$ cat src/rtl/plce_pkg.sv
// shared types and constants for the palette line change encoder
`timescale 1ns / 1ps

package plce_pkg;

  // per-line cap on change entries when all_changes is off
  localparam int CHANGE_CAP = 7;
  // source lines at or above this are dropped
  localparam int MAX_LINES  = 1024;

  // result queue depth
  localparam int QDEPTH  = 4;
  localparam int QPTR_W  = $clog2(QDEPTH);
  localparam int QCNT_W  = $clog2(QDEPTH + 1);

  localparam logic [3:0]  LAST_REG    = 4'd15;
  localparam logic [4:0]  NO_MIN_REG  = 5'd16;
  localparam logic [4:0]  LINE_CNT_MAX = 5'd31;
  localparam logic [15:0] TOTAL_MAX   = 16'hFFFF;
  localparam logic [9:0]  LINES_MAX   = 10'd1023;

  typedef enum logic [1:0] {
    CFG_ALL_CHANGES = 2'd0,
    CFG_LINE_STEP   = 2'd1,
    CFG_MASK_SCALE  = 2'd2
  } cfg_idx_t;

  typedef enum logic [1:0] {
    KIND_CHANGE  = 2'd0,
    KIND_SUMMARY = 2'd1,
    KIND_BASE    = 2'd2
  } kind_t;

  typedef struct packed {
    kind_t       kind;
    logic [3:0]  out_reg;
    logic [15:0] packed_word;
    logic [23:0] rgb24;
    logic [10:0] mask_line;
    logic [4:0]  line_changes;
    logic [15:0] total_changes;
    logic [4:0]  peak_changes;
    logic [9:0]  lines_changed;
    logic [4:0]  lowest_reg;
    logic [3:0]  highest_reg;
    logic        line_has_change;
  } res_t;

  // each nibble lands in the top of its byte
  function automatic logic [23:0] expand24(input logic [11:0] c);
    expand24 = {c[11:8], 4'h0, c[7:4], 4'h0, c[3:0], 4'h0};
  endfunction

  function automatic res_t make_entry(input kind_t k, input logic [3:0] r,
                                      input logic [11:0] c);
    res_t e;
    e             = '0;
    e.kind        = k;
    e.out_reg     = r;
    e.packed_word = {r, c};
    e.rgb24       = expand24(c);
    make_entry    = e;
  endfunction

endpackage

$ cat src/rtl/palette_line_change_encoder_unit.sv
// palette line change encoder: palette compare, statistics and result queue
`timescale 1ns / 1ps

//  channel  direction  handshake            payload
//  in_      input      in_valid / in_stall   line_index, reg_index, color
//  out_     output     out_valid / out_stall kind .. line_has_change (12 fields)
//  cfg_     input      cfg_valid / cfg_ready cfg_index, cfg_data
//
//  an input item is compared and the statistics updated in the cycle it is
//  taken; its 0, 1 or 2 results go into a 4-entry result queue.
//  one item per cycle while each item gives at most one result and out_stall
//  is low; an item's change entry and line summary leave the queue one at a time.
//  in_stall rises when the queue has fewer than two free slots.
//  rst_n clears config, statistics and the queue; the palette store is not reset.

module palette_line_change_encoder_unit
  import plce_pkg::*;
(
  input  logic        clk,
  input  logic        rst_n,

  input  logic        in_valid,
  output logic        in_stall,
  input  logic [9:0]  in_line_index,
  input  logic [3:0]  in_reg_index,
  input  logic [11:0] in_color,

  output logic        out_valid,
  input  logic        out_stall,
  output logic [1:0]  out_kind,
  output logic [3:0]  out_out_reg,
  output logic [15:0] out_packed_word,
  output logic [23:0] out_rgb24,
  output logic [10:0] out_mask_line,
  output logic [4:0]  out_line_changes,
  output logic [15:0] out_total_changes,
  output logic [4:0]  out_peak_changes,
  output logic [9:0]  out_lines_changed,
  output logic [4:0]  out_lowest_reg,
  output logic [3:0]  out_highest_reg,
  output logic        out_line_has_change,

  input  logic        cfg_valid,
  output logic        cfg_ready,
  input  logic [1:0]  cfg_index,
  input  logic [1:0]  cfg_data
);

  // configuration
  logic       all_changes_r;
  logic [1:0] line_step_r;
  logic [1:0] mask_scale_r;

  // statistics
  logic [4:0]  line_cnt_r,  line_cnt_nxt;
  logic [15:0] total_r,     total_nxt;
  logic [4:0]  peak_r,      peak_nxt;
  logic [9:0]  lines_r,     lines_nxt;
  logic [4:0]  min_reg_r,   min_reg_nxt;
  logic [3:0]  max_reg_r,   max_reg_nxt;

  // last kept palette, undefined until line 0 writes it
  logic [11:0] ref_pal_r [16];

  // result queue
  res_t              queue_r [QDEPTH];
  logic [QPTR_W-1:0] wr_ptr_r, wr_ptr_nxt;
  logic [QPTR_W-1:0] rd_ptr_r, rd_ptr_nxt;
  logic [QCNT_W-1:0] count_r,  count_nxt;

  logic       in_accept;
  logic       pop;
  logic       ref_we;
  logic [1:0] n_push;
  res_t       ent0, ent1, head;

  logic        line_ok, kept, base_line, diff, allow;
  logic [11:0] ref_col;
  logic [10:0] mask_line;
  logic        has_change;
  res_t        summary;

  assign cfg_ready = 1'b1;
  assign in_stall  = count_r > QCNT_W'(QDEPTH - 2);
  assign in_accept = in_valid && !in_stall;
  assign out_valid = count_r != '0;
  assign pop       = out_valid && !out_stall;

  always_ff @(posedge clk) begin
    if (!rst_n) begin
      all_changes_r <= 1'b0;
      line_step_r   <= 2'd1;
      mask_scale_r  <= 2'd1;
    end else if (cfg_valid && cfg_ready) begin
      case (cfg_index)
        CFG_ALL_CHANGES: all_changes_r <= cfg_data[0];
        CFG_LINE_STEP:   line_step_r   <= cfg_data;
        CFG_MASK_SCALE:  mask_scale_r  <= cfg_data;
        default: ;
      endcase
    end
  end

  assign ref_col   = ref_pal_r[in_reg_index];
  assign line_ok   = 32'(in_line_index) < MAX_LINES;
  assign base_line = in_line_index == '0;
  // step 2 or 3 keeps even lines only
  assign kept      = !line_step_r[1] || !in_line_index[0];
  assign diff      = in_color != ref_col;
  assign allow     = all_changes_r || (32'(line_cnt_r) < CHANGE_CAP);
  assign mask_line = mask_scale_r[1] ? {in_line_index, 1'b0} : {1'b0, in_line_index};

  always_comb begin
    line_cnt_nxt = line_cnt_r;
    total_nxt    = total_r;
    peak_nxt     = peak_r;
    lines_nxt    = lines_r;
    min_reg_nxt  = min_reg_r;
    max_reg_nxt  = max_reg_r;
    ref_we       = 1'b0;
    n_push       = 2'd0;
    ent0         = '0;
    ent1         = '0;
    has_change   = 1'b0;
    summary      = '0;

    if (in_accept && line_ok) begin
      if (base_line) begin
        // register 0 of line 0 starts a new image
        if (in_reg_index == '0) begin
          line_cnt_nxt = '0;
          total_nxt    = '0;
          peak_nxt     = '0;
          lines_nxt    = '0;
          min_reg_nxt  = NO_MIN_REG;
          max_reg_nxt  = '0;
        end
        if (in_reg_index == LAST_REG) line_cnt_nxt = '0;
        ref_we = 1'b1;
        ent0   = make_entry(KIND_BASE, in_reg_index, in_color);
        n_push = 2'd1;
      end else if (kept) begin
        if (diff) begin
          ref_we = 1'b1;
          if (allow) begin
            if (in_reg_index > max_reg_r) max_reg_nxt = in_reg_index;
            if ({1'b0, in_reg_index} < min_reg_r) min_reg_nxt = {1'b0, in_reg_index};
            if (total_r != TOTAL_MAX) total_nxt = total_r + 16'd1;
            if (line_cnt_r != LINE_CNT_MAX) line_cnt_nxt = line_cnt_r + 5'd1;
            ent0   = make_entry(KIND_CHANGE, in_reg_index, in_color);
            n_push = 2'd1;
          end
        end
        if (in_reg_index == LAST_REG) begin
          has_change = line_cnt_nxt != '0;
          if (has_change) begin
            if (lines_r != LINES_MAX) lines_nxt = lines_r + 10'd1;
            if (peak_r < line_cnt_nxt) peak_nxt = line_cnt_nxt;
          end
          summary.kind            = KIND_SUMMARY;
          summary.mask_line       = mask_line;
          summary.line_changes    = line_cnt_nxt;
          summary.total_changes   = total_nxt;
          summary.peak_changes    = peak_nxt;
          summary.lines_changed   = lines_nxt;
          summary.lowest_reg      = min_reg_nxt;
          summary.highest_reg     = max_reg_nxt;
          summary.line_has_change = has_change;
          line_cnt_nxt = '0;
          if (n_push == 2'd1) begin
            ent1   = summary;
            n_push = 2'd2;
          end else begin
            ent0   = summary;
            n_push = 2'd1;
          end
        end
      end
    end
  end

  always_ff @(posedge clk) begin
    if (!rst_n) begin
      line_cnt_r <= '0;
      total_r    <= '0;
      peak_r     <= '0;
      lines_r    <= '0;
      min_reg_r  <= NO_MIN_REG;
      max_reg_r  <= '0;
    end else begin
      line_cnt_r <= line_cnt_nxt;
      total_r    <= total_nxt;
      peak_r     <= peak_nxt;
      lines_r    <= lines_nxt;
      min_reg_r  <= min_reg_nxt;
      max_reg_r  <= max_reg_nxt;
    end
  end

  always_ff @(posedge clk) begin
    if (ref_we) ref_pal_r[in_reg_index] <= in_color;
  end

  // queue pointers
  assign wr_ptr_nxt = wr_ptr_r + QPTR_W'(n_push);
  assign rd_ptr_nxt = pop ? rd_ptr_r + QPTR_W'(1) : rd_ptr_r;
  assign count_nxt  = count_r + QCNT_W'(n_push) - QCNT_W'(pop);

  always_ff @(posedge clk) begin
    if (!rst_n) begin
      wr_ptr_r <= '0;
      rd_ptr_r <= '0;
      count_r  <= '0;
    end else begin
      wr_ptr_r <= wr_ptr_nxt;
      rd_ptr_r <= rd_ptr_nxt;
      count_r  <= count_nxt;
    end
  end

  always_ff @(posedge clk) begin
    if (n_push != 2'd0) queue_r[wr_ptr_r] <= ent0;
    if (n_push == 2'd2) queue_r[wr_ptr_r + QPTR_W'(1)] <= ent1;
  end

  assign head                = queue_r[rd_ptr_r];
  assign out_kind            = head.kind;
  assign out_out_reg         = head.out_reg;
  assign out_packed_word     = head.packed_word;
  assign out_rgb24           = head.rgb24;
  assign out_mask_line       = head.mask_line;
  assign out_line_changes    = head.line_changes;
  assign out_total_changes   = head.total_changes;
  assign out_peak_changes    = head.peak_changes;
  assign out_lines_changed   = head.lines_changed;
  assign out_lowest_reg      = head.lowest_reg;
  assign out_highest_reg     = head.highest_reg;
  assign out_line_has_change = head.line_has_change;

  a_queue_bound: assert property (@(posedge clk) disable iff (!rst_n)
    32'(count_r) <= QDEPTH)
    else $error("result queue over capacity");

  a_base_gives_result: assert property (@(posedge clk) disable iff (!rst_n)
    in_valid && !in_stall && in_line_index == '0 |=> out_valid)
    else $error("base line transaction gave no result");

  a_min_reg_range: assert property (@(posedge clk) disable iff (!rst_n)
    min_reg_r <= NO_MIN_REG)
    else $error("lowest register out of range");

  a_summary_flag: assert property (@(posedge clk) disable iff (!rst_n)
    out_valid && out_kind == KIND_SUMMARY |->
      out_line_has_change == (out_line_changes != '0))
    else $error("summary change flag disagrees with line count");

endmodule
$ cat config.mk
export PLATFORM = sky130hd
export DESIGN_NAME = palette_line_change_encoder_unit
export DESIGN_NICKNAME = d
export VERILOG_FILES = /design/src/rtl/plce_pkg.sv /design/src/rtl/palette_line_change_encoder_unit.sv
export SDC_FILE = /design/constraint.sdc
export NUM_CORES = 1
export LEC_CHECK = 0
export BUFFER_PORTS_ARGS = -buffer_cell sky130_fd_sc_hd__clkbuf_2
export CAP_MARGIN = 20
export CORE_UTILIZATION = 55
export CTS_CLUSTER_SIZE = 8
export DETAILED_ROUTE_END_ITERATION = 10
export PLACE_DENSITY = 0.73
export SKIP_CTS_REPAIR_TIMING = 1
export SLEW_MARGIN = 20
export SYNTH_ARGS = -nofsm -noshare
export SYNTH_HDL_FRONTEND = slang
export SYNTH_SLANG_ARGS = --single-unit
$ cat constraint.sdc
create_clock -name clk -period 18.08 [get_ports clk]
set_clock_uncertainty 0.15 [all_clocks]
set_input_delay 3.616 -clock clk [delete_from_list [all_inputs] [get_ports clk]]
set_output_delay 3.616 -clock clk [all_outputs]
set_load 0.02 [all_outputs]
==> results.ini <==
[logic_synthesis]
ys_top_cells_by_area = edfxtp_1 51%, dfxtp_1 10%, mux4_2 8.5%
synthFlopType = edfxtp_1
netlist_instances = 1810
synth_top_area_share_pct = 51.3
synth.avg_cell_area_um2 = 13.7
synth.ff_latch_count = 549
synth.distinct_cells = 82
synth-edff-count = 424
synth.cell_area_um2 = 24800
synth_warnings = 0
yosysSeqAreaShare_pct = 61.4
async_flop_share_pct = 0
yosys.area.top_type = edfxtp_1

[sta]
rsz0062_at_grt = no
setup-tns-final_ns = 0
finalHoldViolCount = 0
max_freq_mhz = 94.8
setup-violations-final = 0
slew_headroom_pct = 23.5
slew_violations = 0
fin_crit_ns = 10.55
max_slew.worst_pin.slew_ns = 1.14
fin_crit_sh_pct = 58.4

[placement]
dp_cells = 2423
io_buffers = 127
dpl.hpwl_mm = 37.6
postPlaceCellArea_um2 = 25800
place_congestion = 0.891

[layout]
seq_area_um2 = 15200
multiInputGateArea_um2 = 8760
layout-drive-gt1-share_pct = 20.3
nets = 1965
fin_cells = 2557
nFillCells = 3293
area_growth_pct = 13.0
antenna_cells = 0
fin_area_um2 = 28100

[power_and_ir_drop]
p_clk_share_pct = 36.1
p_sw_uw = 1110
leakage_uw = 0.00963
power_frac_comb_pct = 21.6
p_per_area_nw_per_um2 = 133
ir_worst_vdd_mv = 0.112
pwr-share-seq_pct = 42.3
internal_power_uw = 2630
swShare_pct = 29.6

[die]
core_um2 = 44300
initial_core_util_pct = 56.0
dieArea_um2 = 46000
io_pins = 141
die_w_um = 214
rows = 77
die_h_um = 214

[worst_setup_path]
crit_type = input port to register
critPathCaptureType = register
worst_ep_required_time_ns = 18.16
worstPathArrival_ns = 10.63
worst_setup_path_start_kind = input port
ff2ff_path_depth = 16
cp_max_fo = 64

[detailed_routing]
avgRoutedWirePerCell_um = 24.0
routed_via_density = 6.38
drt-pass1-iter-count = 7
ant_nets = 0
drc = 0
drt_iter0_drc = 1693
drt-total-wl_mm = 61.3
vias = 16300

[grt]
grt_max_degree = 65
antenna_found_initial = 0
groute.usage.overall_pct = 26.7
grt_pass1_vias = 16300
grt_overflow = 0
grt_pass1_wl_mm = 94.4

[clock_tree]
cts_tree = yes
cts_buffer_depth = 3
cts_made_buffers = 78
clkTransAtPathRegs_ns = 0.05
clockRootBuffer = clkbuf_16
htree_num_levels = 3
cts.sinks = 549
clock_latency_ns = 0.61

[job]
max_cap_violations = 0

[outcome]
outcome = completed

[min_path]
hp-class = register to register
holdPathStages = 1

## per-layer routing
layer | vias up | wire length, µm | share of wire [%] | global-route usage [%]
li1 | 7210 | - | - | -
met1 | 8142 | 24900 | 41 | 36.0
met2 | 796 | 29500 | 48 | 43.1
met3 | 171 | 4980 | 8.1 | 4.95
met4 | 0 | 1890 | 3.1 | 10.3
met5 | - | 0 | 0 | 0
## worst max-delay path, cell delays in order
cell,delay [ns]
buf_4,0.79
buf_4,0.59
mux2_2,0.39
o22ai_1,0.15
a221oi_1,0.08
xor2_1,0.18
or4_1,0.59
a2111oi_4,0.61
a21o_1,0.87
ha_1,0.39
o22ai_1,0.29
a21oi_1,0.18
nor2_1,0.15
buf_4,0.26
nor2_1,0.07
buf_4,0.21
inv_2,0.52
buf_4,0.58
## power groups by stage
stage	Sequential (µW)	Combinational (µW)	Clock, µW
floorplan	1560	625	0
global placement	1600	798	0
detailed placement	1610	811	0
CTS	1580	813	1360
global route	1600	859	1410
finish	1580	807	1350
## cells in the mapped netlist, types with 10 or more instances
cell / n
xnor2_1: 18
o22ai_1: 14
clkbuf_1: 88
o21ai_0: 52
nor2_1: 226
a21oi_1: 36
o31ai_1: 14
nand3_1: 31
buf_1: 12
buf_2: 10
nand2_1: 68
a22oi_1: 37
and3_1: 18
o21a_1: 19
xor2_1: 15
and2_1: 26
dfxtp_1: 125
inv_1: 29
ha_1: 17
a32o_1: 100
buf_4: 35
mux2i_1: 82
a22o_1: 26
mux4_2: 94
nor2b_1: 28
nor3_1: 35
edfxtp_1: 424
## area by class of cell
| type | count | area share [%] |
|---|---|---|
| inverter | 30 | 0.401 |
| sequential | 549 | 54.3 |
| timing repair buffer | 168 | 3.37 |
| tap | 592 | 2.64 |
| multi-input combinational | 1085 | 31.2 |
| clock buffer | 127 | 7.73 |
| clock inverter | 6 | 0.308 |
## layout by cell type, fill, tap and decap left out, types with 13 or more instances in the layout
cell type / synthesis / routed
nand3_1: 31 / 31
nand2_1: 68 / 68
inv_1: 29 / 25
mux2i_1: 82 / 82
clkbuf_1: 88 / 47
a21oi_1: 36 / 35
nor2b_1: 28 / 27
and3_1: 18 / 18
xnor2_1: 18 / 18
edfxtp_1: 424 / 424
o21a_1: 19 / 19
a32o_1: 100 / 100
dfxtp_1: 125 / 123
a22oi_1: 37 / 37
o21ai_0: 52 / 51
nor2_1: 226 / 217
buf_4: 35 / 41
clkbuf_2: 0 / 126
xor2_1: 15 / 15
ha_1: 17 / 17
o22ai_1: 14 / 14
o31ai_1: 14 / 14
clkbuf_16: 0 / 79
mux4_2: 94 / 94
nor3_1: 35 / 31
and2_1: 26 / 26
conb_1: 2 / 13
a22o_1: 26 / 26
## sequential cells by signal (all words and copies together), names as in the netlist, named ones only
register	flops
lines_r	10
min_reg_r	5
queue_r	300
wr_ptr_r	2
line_cnt_r	5
all_changes_r	1
max_reg_r	4
rd_ptr_r	2
line_step_r	1
mask_scale_r	1
ref_pal_r	192
peak_r	5
total_r	16
count_r	3
## per-stage QoR
step           util, %  setup slack, ns  hold WS [ns]  total power [µW]
2_1_floorplan        -             8.36         0.287              2180
3_3_place_gp      58.2             7.10         0.292              2400
3_5_place_dp      58.2             6.97         0.300              2420
4_1_cts           63.3             7.59         0.313              3760
5_1_grt           63.3             7.13         0.321              3870
6_report          63.3             7.53         0.312              3740
## kinds of logic after synthesis
family / Yosys count / share of synthesized area (%)
other: 2 / 0.0303
multiplexers: 183 / 12.2
buffers and inverters: 187 / 3.85
AND/OR/NAND/NOR: 478 / 8.91
adder cells (fa/ha/maj): 18 / 0.938
AO/OA/AOI/OAI: 360 / 11.5
XOR/XNOR: 33 / 1.16
flip-flops: 549 / 61.4
## worst paths after layout
path | slack [ns] | to | startpoint
hold reg to reg | 0.31 | queue_r[3][92] | queue_r[3][92]
hold / removal | 0.31 | queue_r[3][92] | queue_r[3][92]
setup reg to reg | 11.73 | queue_r[3][34] | ref_pal_r[15][4]
setup / recovery | 7.53 | queue_r[3][34] | in_reg_index[0]
Note: power is estimated with default switching activity, not from simulation.
